===== src/rtl/isse_pkg.sv =====
`default_nettype none

package isse_pkg;

    localparam int CAPACITY   = 64;
    localparam int VALUE_BITS = 16;
    localparam int DATA_BITS  = 16;
    localparam int CNT_BITS   = $clog2(CAPACITY + 1);

    typedef logic [VALUE_BITS-1:0] t_value;
    typedef logic [CNT_BITS-1:0]   t_count;

    // broadcast to every cell of the chain
    typedef struct packed {
        logic   insert;      // place value in this cycle
        logic   shift_down;  // drain: every cell takes its upper neighbor
        t_value value;
    } t_cell_ctrl;

endpackage

`default_nettype wire


===== src/rtl/insertion_sort_engine_unit.sv =====
`default_nettype none

// channel   direction  tdata             tuser     tlast
// s         in         value[15:0]       -         last
// m         out        sorted_value      dropped   last_out
//
// Load: one transaction per cycle; each value lands in the cell chain in its
// accepting cycle (one compare per cell, neighbors move up) or drops if full.
// Drain: after a transaction with tlast, input stalls and the list leaves from
// cell 0 as the chain shifts down, one result per cycle while i_m_tready is
// high. Reset empties the chain (valid bits only) and clears the count and
// drop flag.

module insertion_sort_engine_unit (
    input  wire                            i_clk,
    input  wire                            i_rst_n,
    input  wire                            i_s_tvalid,
    output logic                           o_s_tready,
    input  wire  [isse_pkg::DATA_BITS-1:0] i_s_tdata,   // [15:0] value
    input  wire                            i_s_tlast,   // last
    output logic                           o_m_tvalid,
    input  wire                            i_m_tready,
    output logic [isse_pkg::DATA_BITS-1:0] o_m_tdata,   // [15:0] sorted_value
    output logic                           o_m_tuser,   // [0] dropped
    output logic                           o_m_tlast    // last_out
);

    localparam logic ST_LOAD  = 1'b0;
    localparam logic ST_DRAIN = 1'b1;

    logic             r_state;
    logic             n_state;
    isse_pkg::t_count r_count;
    isse_pkg::t_count n_count;
    logic             r_overflow;
    logic             n_overflow;

    logic s_xfer;
    logic m_xfer;
    logic full;

    isse_pkg::t_cell_ctrl ctrl;

    logic             w_valid   [isse_pkg::CAPACITY];
    logic             w_greater [isse_pkg::CAPACITY];
    isse_pkg::t_value w_value   [isse_pkg::CAPACITY];

    assign o_s_tready = (r_state == ST_LOAD);
    assign s_xfer     = i_s_tvalid && o_s_tready;
    assign m_xfer     = o_m_tvalid && i_m_tready;
    assign full       = (r_count == isse_pkg::t_count'(isse_pkg::CAPACITY));

    assign ctrl.insert     = s_xfer && !full;
    assign ctrl.shift_down = m_xfer;
    assign ctrl.value      = isse_pkg::t_value'(i_s_tdata);

    genvar gi;
    generate
        for (gi = 0; gi < isse_pkg::CAPACITY; gi++) begin : g_cell
            logic             lo_valid;
            logic             lo_greater;
            isse_pkg::t_value lo_value;
            logic             up_valid;
            isse_pkg::t_value up_value;

            if (gi == 0) begin : g_bottom
                assign lo_valid   = 1'b1;
                assign lo_greater = 1'b0;
                assign lo_value   = '0;
            end else begin : g_mid_lo
                assign lo_valid   = w_valid[gi-1];
                assign lo_greater = w_greater[gi-1];
                assign lo_value   = w_value[gi-1];
            end

            if (gi == isse_pkg::CAPACITY - 1) begin : g_top
                assign up_valid = 1'b0;
                assign up_value = '0;
            end else begin : g_mid_up
                assign up_valid = w_valid[gi+1];
                assign up_value = w_value[gi+1];
            end

            isse_cell u_cell (
                .i_clk        (i_clk),
                .i_rst_n      (i_rst_n),
                .i_ctrl       (ctrl),
                .i_lo_valid   (lo_valid),
                .i_lo_greater (lo_greater),
                .i_lo_value   (lo_value),
                .i_up_valid   (up_valid),
                .i_up_value   (up_value),
                .o_valid      (w_valid[gi]),
                .o_greater    (w_greater[gi]),
                .o_value      (w_value[gi])
            );
        end
    endgenerate

    assign o_m_tvalid = (r_state == ST_DRAIN) && w_valid[0];
    assign o_m_tdata  = isse_pkg::DATA_BITS'(w_value[0]);
    assign o_m_tuser  = r_overflow;
    assign o_m_tlast  = (r_count == isse_pkg::t_count'(1));

    always_comb begin
        n_state    = r_state;
        n_count    = r_count;
        n_overflow = r_overflow;
        unique case (r_state)
            ST_LOAD: begin
                if (s_xfer) begin
                    if (full) begin
                        n_overflow = 1'b1;
                    end else begin
                        n_count = r_count + isse_pkg::t_count'(1);
                    end
                    if (i_s_tlast) begin
                        n_state = ST_DRAIN;
                    end
                end
            end
            ST_DRAIN: begin
                if (m_xfer) begin
                    n_count = r_count - isse_pkg::t_count'(1);
                    if (o_m_tlast) begin
                        n_state    = ST_LOAD;
                        n_overflow = 1'b0;
                    end
                end
            end
            default: begin
                n_state = ST_LOAD;
            end
        endcase
    end

    always_ff @(posedge i_clk) begin
        if (!i_rst_n) begin
            r_state    <= ST_LOAD;
            r_count    <= '0;
            r_overflow <= 1'b0;
        end else begin
            r_state    <= n_state;
            r_count    <= n_count;
            r_overflow <= n_overflow;
        end
    end

    a_drain_nonempty: assert property (@(posedge i_clk) disable iff (!i_rst_n)
        (r_state == ST_DRAIN) |-> (r_count != '0) && w_valid[0])
        else $error("drain with empty chain");

    a_last_enters_drain: assert property (@(posedge i_clk) disable iff (!i_rst_n)
        (s_xfer && i_s_tlast) |=> (r_state == ST_DRAIN))
        else $error("list end did not start drain");

    a_count_bound: assert property (@(posedge i_clk) disable iff (!i_rst_n)
        r_count <= isse_pkg::t_count'(isse_pkg::CAPACITY))
        else $error("entry count above capacity");

    a_final_then_load: assert property (@(posedge i_clk) disable iff (!i_rst_n)
        (m_xfer && o_m_tlast) |=> (r_state == ST_LOAD) && !r_overflow && !w_valid[0])
        else $error("chain not empty after final result");

endmodule

`default_nettype wire


===== src/rtl/isse_cell.sv =====
`default_nettype none

module isse_cell (
    input  wire                       i_clk,
    input  wire                       i_rst_n,
    input  wire isse_pkg::t_cell_ctrl i_ctrl,
    input  wire                       i_lo_valid,
    input  wire                       i_lo_greater,
    input  wire isse_pkg::t_value     i_lo_value,
    input  wire                       i_up_valid,
    input  wire isse_pkg::t_value     i_up_value,
    output logic                      o_valid,
    output logic                      o_greater,
    output isse_pkg::t_value          o_value
);

    logic             r_valid;
    logic             n_valid;
    isse_pkg::t_value r_value;
    isse_pkg::t_value n_value;

    assign o_greater = r_valid && (r_value > i_ctrl.value);
    assign o_valid   = r_valid;
    assign o_value   = r_value;

    always_comb begin
        n_valid = r_valid;
        n_value = r_value;
        if (i_ctrl.shift_down) begin
            n_valid = i_up_valid;
            n_value = i_up_value;
        end else if (i_ctrl.insert) begin
            if (i_lo_greater) begin
                // lower neighbor moves up to make room
                n_valid = 1'b1;
                n_value = i_lo_value;
            end else if (i_lo_valid && (o_greater || !r_valid)) begin
                // this is the insertion slot
                n_valid = 1'b1;
                n_value = i_ctrl.value;
            end
        end
    end

    always_ff @(posedge i_clk) begin
        if (!i_rst_n) begin
            r_valid <= 1'b0;
        end else begin
            r_valid <= n_valid;
        end
    end

    always_ff @(posedge i_clk) begin
        r_value <= n_value;
    end

endmodule

`default_nettype wire


===== config.mk =====
export PLATFORM = sky130hd
export DESIGN_NAME = insertion_sort_engine_unit
export DESIGN_NICKNAME = d
export VERILOG_FILES = /design/src/rtl/isse_pkg.sv /design/src/rtl/insertion_sort_engine_unit.sv /design/src/rtl/isse_cell.sv
export SDC_FILE = /design/constraint.sdc
export NUM_CORES = 2
export LEC_CHECK = 0
export BUFFER_PORTS_ARGS = -buffer_cell sky130_fd_sc_hd__buf_2
export CAP_MARGIN = 20
export CELL_PAD_IN_SITES_DETAIL_PLACEMENT = 0
export CELL_PAD_IN_SITES_GLOBAL_PLACEMENT = 1
export CORE_UTILIZATION = 25
export CTS_BUF_LIST = sky130_fd_sc_hd__clkbuf_4 sky130_fd_sc_hd__clkbuf_8 sky130_fd_sc_hd__clkbuf_16
export DETAILED_ROUTE_END_ITERATION = 10
export GPL_TIMING_DRIVEN = 0
export PLACE_DENSITY_LB_ADDON = 0.1
export RECOVER_POWER = 100
export SKIP_CTS_REPAIR_TIMING = 1
export SYNTH_ARGS = -nofsm -noshare
export SYNTH_HDL_FRONTEND = slang
export SYNTH_SLANG_ARGS = --single-unit

===== constraint.sdc =====
create_clock -name i_clk -period 7.65 [get_ports i_clk]
set_input_delay 1.1475 -clock i_clk [delete_from_list [all_inputs] [get_ports i_clk]]
set_output_delay 1.1475 -clock i_clk [all_outputs]
set_load 0.02 [all_outputs]

## Yosys cells after proc, flatten, opt, wreduce, memory -nomap -nowiden

Cells that the tools add are included.

- Register bits: 1097
- Output and inout bits: 20

- Bitwise logic cells: 2
- Mux-type cells: 520
- Reduce and logical (&&, ||, !) cells: 392
- $lt $le $gt $ge: 64
- Add/subtract/negate cells: 2
- Equal/unequal tests: 7

Operators with widths:

| kind | number |
|---|---|
| 2-to-1 mux 16 bit | 253 |
| > comparator 16 bit | 64 |
| 2-to-1 mux 1 bit | 261 |
| nonzero test 3 bit | 62 |
| logical AND 1 bit | 131 |
| AND reduction 2 bit | 64 |
| logical NOT 1 bit | 65 |
| logical OR 1 bit | 64 |
| 2-to-1 mux 7 bit | 3 |
| one-hot mux 7 bit (2 select lines) | 1 |
| adder 7 x 1 -> 7 bit, second input constant | 1 |
| equality test 7 x 1 -> 1 bit, second input constant | 1 |
| equality test 7 bit, second input constant | 1 |
| subtractor 7 x 1 -> 7 bit, second input constant | 1 |
| inequality test 2 x 1 -> 1 bit, second input constant | 3 |
| nonzero test 2 bit | 3 |
| inequality test 2 bit, second input constant | 2 |
| one-hot mux 1 bit (2 select lines) | 2 |
| AND reduction 4 bit | 1 |
| AND reduction 3 bit | 1 |
| NOT 1 bit | 2 |
| OR reduction 2 bit | 1 |

## Logic depth before layout (Yosys ltp)

- Word-level depth: 8
- Mapped depth: 12
- Mapped depth without buffers: 9

## By module

A second synthesis with hierarchy kept.

- Cells, all modules: 8844
- Area total of the unflattened synthesis: 84252.1 µm²

By module, submodules not included:

| module | area each (µm²) | instances | seq. area each (µm²) | cells an instance |
|---|---|---|---|---|
| isse_cell (g_cell[0].u_cell ...) | 1307.5 | 59 | 500.5 | 137 |
| isse_cell (g_cell[63].u_cell ...) | 1297.5 | 5 | 500.5 | 137 |
| insertion_sort_engine_unit | 621.8 | 1 | 180.2 | 76 |

## Worst setup path before layout

Ideal clock, no wire load.

- Path type: input-to-reg
- Start: in i_s_tdata[14] (netlist name)
- End: reg g_cell[62].u_cell.r_value[0] (enable)
- Library setup time: 411 ps
- Path slack: 2545 ps
- Path buffers: 1
- Cell stages on the path: 9
- Arrival time: 4693 ps
- Data required time: 7239 ps
- Cells stage by stage: clkbuf_1 inv_1 ha_1 nand4_1 nor3_1 a2111oi_2 nor2b_1 nor3b_1 o21ai_0

- Longest elaborated chain between the ends: 6

RTL lines:

| what | line | text |
|---|---|---|
| start: declaration | insertion_sort_engine_unit.sv:19 | `input wire [isse_pkg::DATA_BITS-1:0] i_s_tdata,` |
| > comparator 16 bit | isse_cell.sv:22 | `assign o_greater = r_valid && (r_value > i_ctrl.value);` |
| logical AND 1 bit | isse_cell.sv:22 |  |
| logical OR 1 bit | isse_cell.sv:37 | `end else if (i_lo_valid && (o_greater \|\| !r_valid)) begin` |
| logical AND 1 bit | isse_cell.sv:37 |  |
| nonzero test 3 bit (no line) (*) | n/a |  |
| AND reduction 2 bit (no line) (*) | n/a |  |
| end signal: assignment | isse_cell.sv:54 | `r_value <= n_value;` |
| end: declaration | isse_cell.sv:19 | `isse_pkg::t_value r_value;` |

Every way passes the cells marked *; elsewhere a longest branch is shown, timed or not.
A chain may end at the register's enable or synchronous reset.

## Final worst setup path

- Start: in i_s_tdata[5] (netlist name)
- End: reg g_cell[46].u_cell.r_value[13] (enable)

- Longest elaborated chain between the ends: 6

RTL lines:

| what | line |
|---|---|
| > comparator 16 bit | isse_cell.sv:22 |
| logical AND 1 bit | isse_cell.sv:22 |
| logical OR 1 bit | isse_cell.sv:37 |
| logical AND 1 bit | isse_cell.sv:37 |
| nonzero test 3 bit (no line) (*) | n/a |
| AND reduction 2 bit (no line) (*) | n/a |
| end signal: assignment | isse_cell.sv:54 |
| end: declaration | isse_cell.sv:19 |

Marked as above.

==> results.json <==
{
  "gp_congestion": 0.8705,
  "hp-class": "register to register",
  "fin_cells": 12322,
  "portBuffers": 39,
  "synth_warnings": 0,
  "fp.dieArea_mm2": 0.3078,
  "crit_top_cell": "clkbuf_1",
  "firstDrtPassIters": 6,
  "core.rowCount": 202,
  "cp_data_required_time_ps": 8100,
  "synth_fp_nets": 8913,
  "slew_headroom_pct": -17.62,
  "vdd_drop_max_v": 0.0001451,
  "worst_slew_pin_slew_ps": 1764,
  "dpl_cell_area_mm2": 0.08462,
  "clock_sinks": 1097,
  "drv_slew": 11,
  "synth_edf_count": 1008,
  "cap_violations": 1,
  "worstPathArrival_ps": 7030,
  "core_mm2": 0.3033,
  "path_delay_family": "buffers and inverters",
  "finalClockSkew_ps": 60.74,
  "nets": 9265,
  "wl_per_cell_um": 32.86,
  "max_stage_delay_ps": 1120,
  "crit_chain": "buf_2 > clkbuf_1 > clkbuf_1 > inv_6 > buf_16 > ha_1 > nand3_1 > a211oi_1 > a211oi_1 > a21o_1 > a41oi_1 > clkbuf_1",
  "cp_max_fo": 33,
  "drt-initial-drc-count": 6272,
  "cts_buffers": 162,
  "dp_hpwl_um": 305400,
  "grt_max_degree": 42,
  "power_density_mw_per_mm2": 197.5,
  "first_global_vias": 69852,
  "hold_viol_final": 0,
  "path_buf_inv": 6,
  "power_leakage_uw": 0.03187,
  "layout-drive-gt1-share_pct": 5.492,
  "cts_buffer_depth": 4,
  "clk_latency_ps": 880,
  "ys_ff_latch": 1097,
  "clk_pin_slew_ps": 60,
  "finalWorstSetupSlack_ps": 1071,
  "violations": "capacitance limit, slew limit",
  "syn_area_mm2": 0.07640,
  "rsz0062_at_grt": "false",
  "die_x_um": 554.8,
  "finalSetupViolCount": 0,
  "final_area_mm2": 0.08893,
  "avgSynthCellArea_um2": 9.715,
  "synth_cells": 7864,
  "vias": 69474,
  "fill_cells": 32102,
  "clockRootBuffer": "clkbuf_16",
  "h-tree-depth": 4,
  "seq_area_frac_synth_pct": 41.95,
  "grtUsageTotal_pct": 25.62,
  "ant_nets": 0,
  "syn_to_final_growth_pct": 16.40,
  "cp_slowest_cell": "clkbuf_1",
  "antenna_found_initial": 26,
  "grt_pass1_wl_um": 559900,
  "tritoncts": "done",
  "critPathLaunchType": "input pin",
  "ys_types": 63,
  "synthFlopType": "edfxtp_1",
  "outcome": "finished, violations left",
  "dp_cells": 12028,
  "timing.fmax_ghz": 0.1520,
  "dpl_worst_slack_ps": 1686,
  "die_h_um": 554.8,
  "start_util_pct": 25.19,
  "wl_um": 404900,
  "multi_input_area_mm2": 0.04177,
  "ios": 41,
  "route.detailed.drc": 0,
  "regArea_mm2": 0.03205,
  "period_needed_ps": 6579,
  "path_class": "input pin to register",
  "grt.overflow.total": 0,
  "end_kind": "register",
  "routed_via_density": 5.638,
  "timing.setup.tns_ps": 0,
  "synth-async-reset-ratio_pct": 0,
  "period_share_pct": 86.00
}
## tightest hold or removal path, delay by kind of cell, from the launching register on
family / cells / cell delay [ps]
compound gates: 1 / 60
flops: 1 / 330
simple gates: 1 / 100
## registers in the layout (all words and copies together), names as in the netlist
name	cells
r_count	7
r_state	1
o_m_tuser	1
g_cell.u_cell.o_valid	64
g_cell.u_cell.o_value	1024
## worst paths after layout
| path | from | endpoint | slack, ps | cells after the start |
|---|---|---|---|---|
| worst max-delay path | i_s_tdata[5] | g_cell[46].u_cell.o_value[13] | 1070 | 12 |
| worst min-delay path | o_m_tuser | o_m_tuser | 530 | 2 |
| worst max register to register | r_state | g_cell[5].u_cell.o_value[8] | 1340 | 10 |
| worst min register to register | o_m_tuser | o_m_tuser | 530 | 2 |
## final cells by class
type,count,area share [%]
Sequential cell,1097,36.04
Buffer,553,2.429
Clock buffer,213,5.084
Antenna cell,5,0.01407
Tap cell,3978,5.597
Clock inverter,74,0.8597
Multi-Input combinational cell,6116,46.97
Timing Repair Buffer,188,2.506
Inverter,98,0.4981
## logic make-up (layout without fill, tap and decap cells)
kind of cell	after synthesis	after routing	synth area share, %
AO/OA/AOI/OAI	2200	2200	18.95
buffers and inverters	651	1126	3.343
XOR/XNOR	7	7	0.08025
other	0	5	0
adder cells (fa/ha/maj)	1028	1028	16.84
AND/OR/NAND/NOR	2659	2659	15.91
multiplexers	222	222	2.930
flip-flops	1097	1097	41.95
## metal layers
metal  GRT usage, %  vias to the layer above  routed length, um
li1               -                    31133                  -
met1          35.48                    35329             185500
met5              0                        -                 99
met4          8.244                       16              14050
met3          3.890                      604              25360
met2          40.58                     2392             179900
## layout by cell type, fill, tap and decap left out, drive strengths merged, types with 29 or more instances in the layout
master / Yosys / routed
ha: 1028 / 1028
nand2: 1025 / 1025
edfxtp: 1008 / 1008
nand3: 906 / 906
clkbuf: 497 / 798
o211ai: 776 / 776
a21oi: 701 / 701
nor2: 364 / 364
a21o: 214 / 214
mux2i: 209 / 209
o21ai: 186 / 186
buf: 56 / 156
nand4: 121 / 121
inv: 98 / 100
dfxtp: 89 / 89
a211oi: 81 / 81
nor2b: 63 / 63
clkinv: 0 / 52
o221ai: 50 / 50
o31ai: 47 / 47
and4: 42 / 42
nand2b: 38 / 38
o21a: 36 / 36
a41oi: 36 / 36
a221oi: 29 / 29
nor3: 29 / 29
## through the flow
step,total power (uW),util (%),hold slack [ps]
final,17560,29.32,526.6
after global routing,18120,29.32,569.0
after CTS,17720,29.64,522.2
after detailed placement,9866,27.90,500.5
after global placement,9666,26.90,505.0
after floorplan,8577,-,482.0
## synth_stat cells, types with 3 or more instances
| master | number | area share, % |
|---|---|---|
| nor2b_1 | 63 | 0.52 |
| nor2_1 | 363 | 1.8 |
| o211ai_1 | 776 | 7.6 |
| mux2i_1 | 209 | 2.7 |
| a211oi_1 | 81 | 0.80 |
| a221oi_1 | 29 | 0.33 |
| and2_1 | 7 | 0.057 |
| dfxtp_1 | 89 | 2.3 |
| a21oi_1 | 700 | 4.6 |
| and4_1 | 42 | 0.48 |
| a31o_2 | 5 | 0.057 |
| nor4_1 | 25 | 0.20 |
| nand2_1 | 1025 | 5.0 |
| buf_1 | 27 | 0.13 |
| or4_1 | 14 | 0.14 |
| nor3_1 | 29 | 0.19 |
| buf_4 | 17 | 0.17 |
| nand4_1 | 121 | 0.99 |
| buf_2 | 7 | 0.046 |
| nand3_1 | 904 | 5.9 |
| inv_1 | 98 | 0.48 |
| and4b_1 | 3 | 0.039 |
| and3_1 | 8 | 0.066 |
| clkbuf_1 | 497 | 2.4 |
| buf_6 | 5 | 0.074 |
| o31ai_1 | 47 | 0.46 |
| a21o_1 | 214 | 2.1 |
| nand2b_1 | 38 | 0.31 |
| a41oi_1 | 36 | 0.41 |
| edfxtp_1 | 1008 | 40 |
| xnor2_1 | 6 | 0.069 |
| a31oi_1 | 20 | 0.16 |
| o21a_1 | 36 | 0.35 |
| o221ai_1 | 50 | 0.57 |
| mux2_2 | 13 | 0.19 |
| nand3b_1 | 8 | 0.079 |
| o21ai_0 | 182 | 1.2 |
| ha_1 | 1028 | 17 |
## report_power, final
| part | switching (uW) | internal [uW] | leakage (uW) |
|---|---|---|---|
| combinational | 1720 | 874 | 0.0194 |
| clock | 3170 | 4650 | 0.00263 |
| sequential | 296 | 6850 | 0.00986 |
Power figures use the tool's default switching activity.
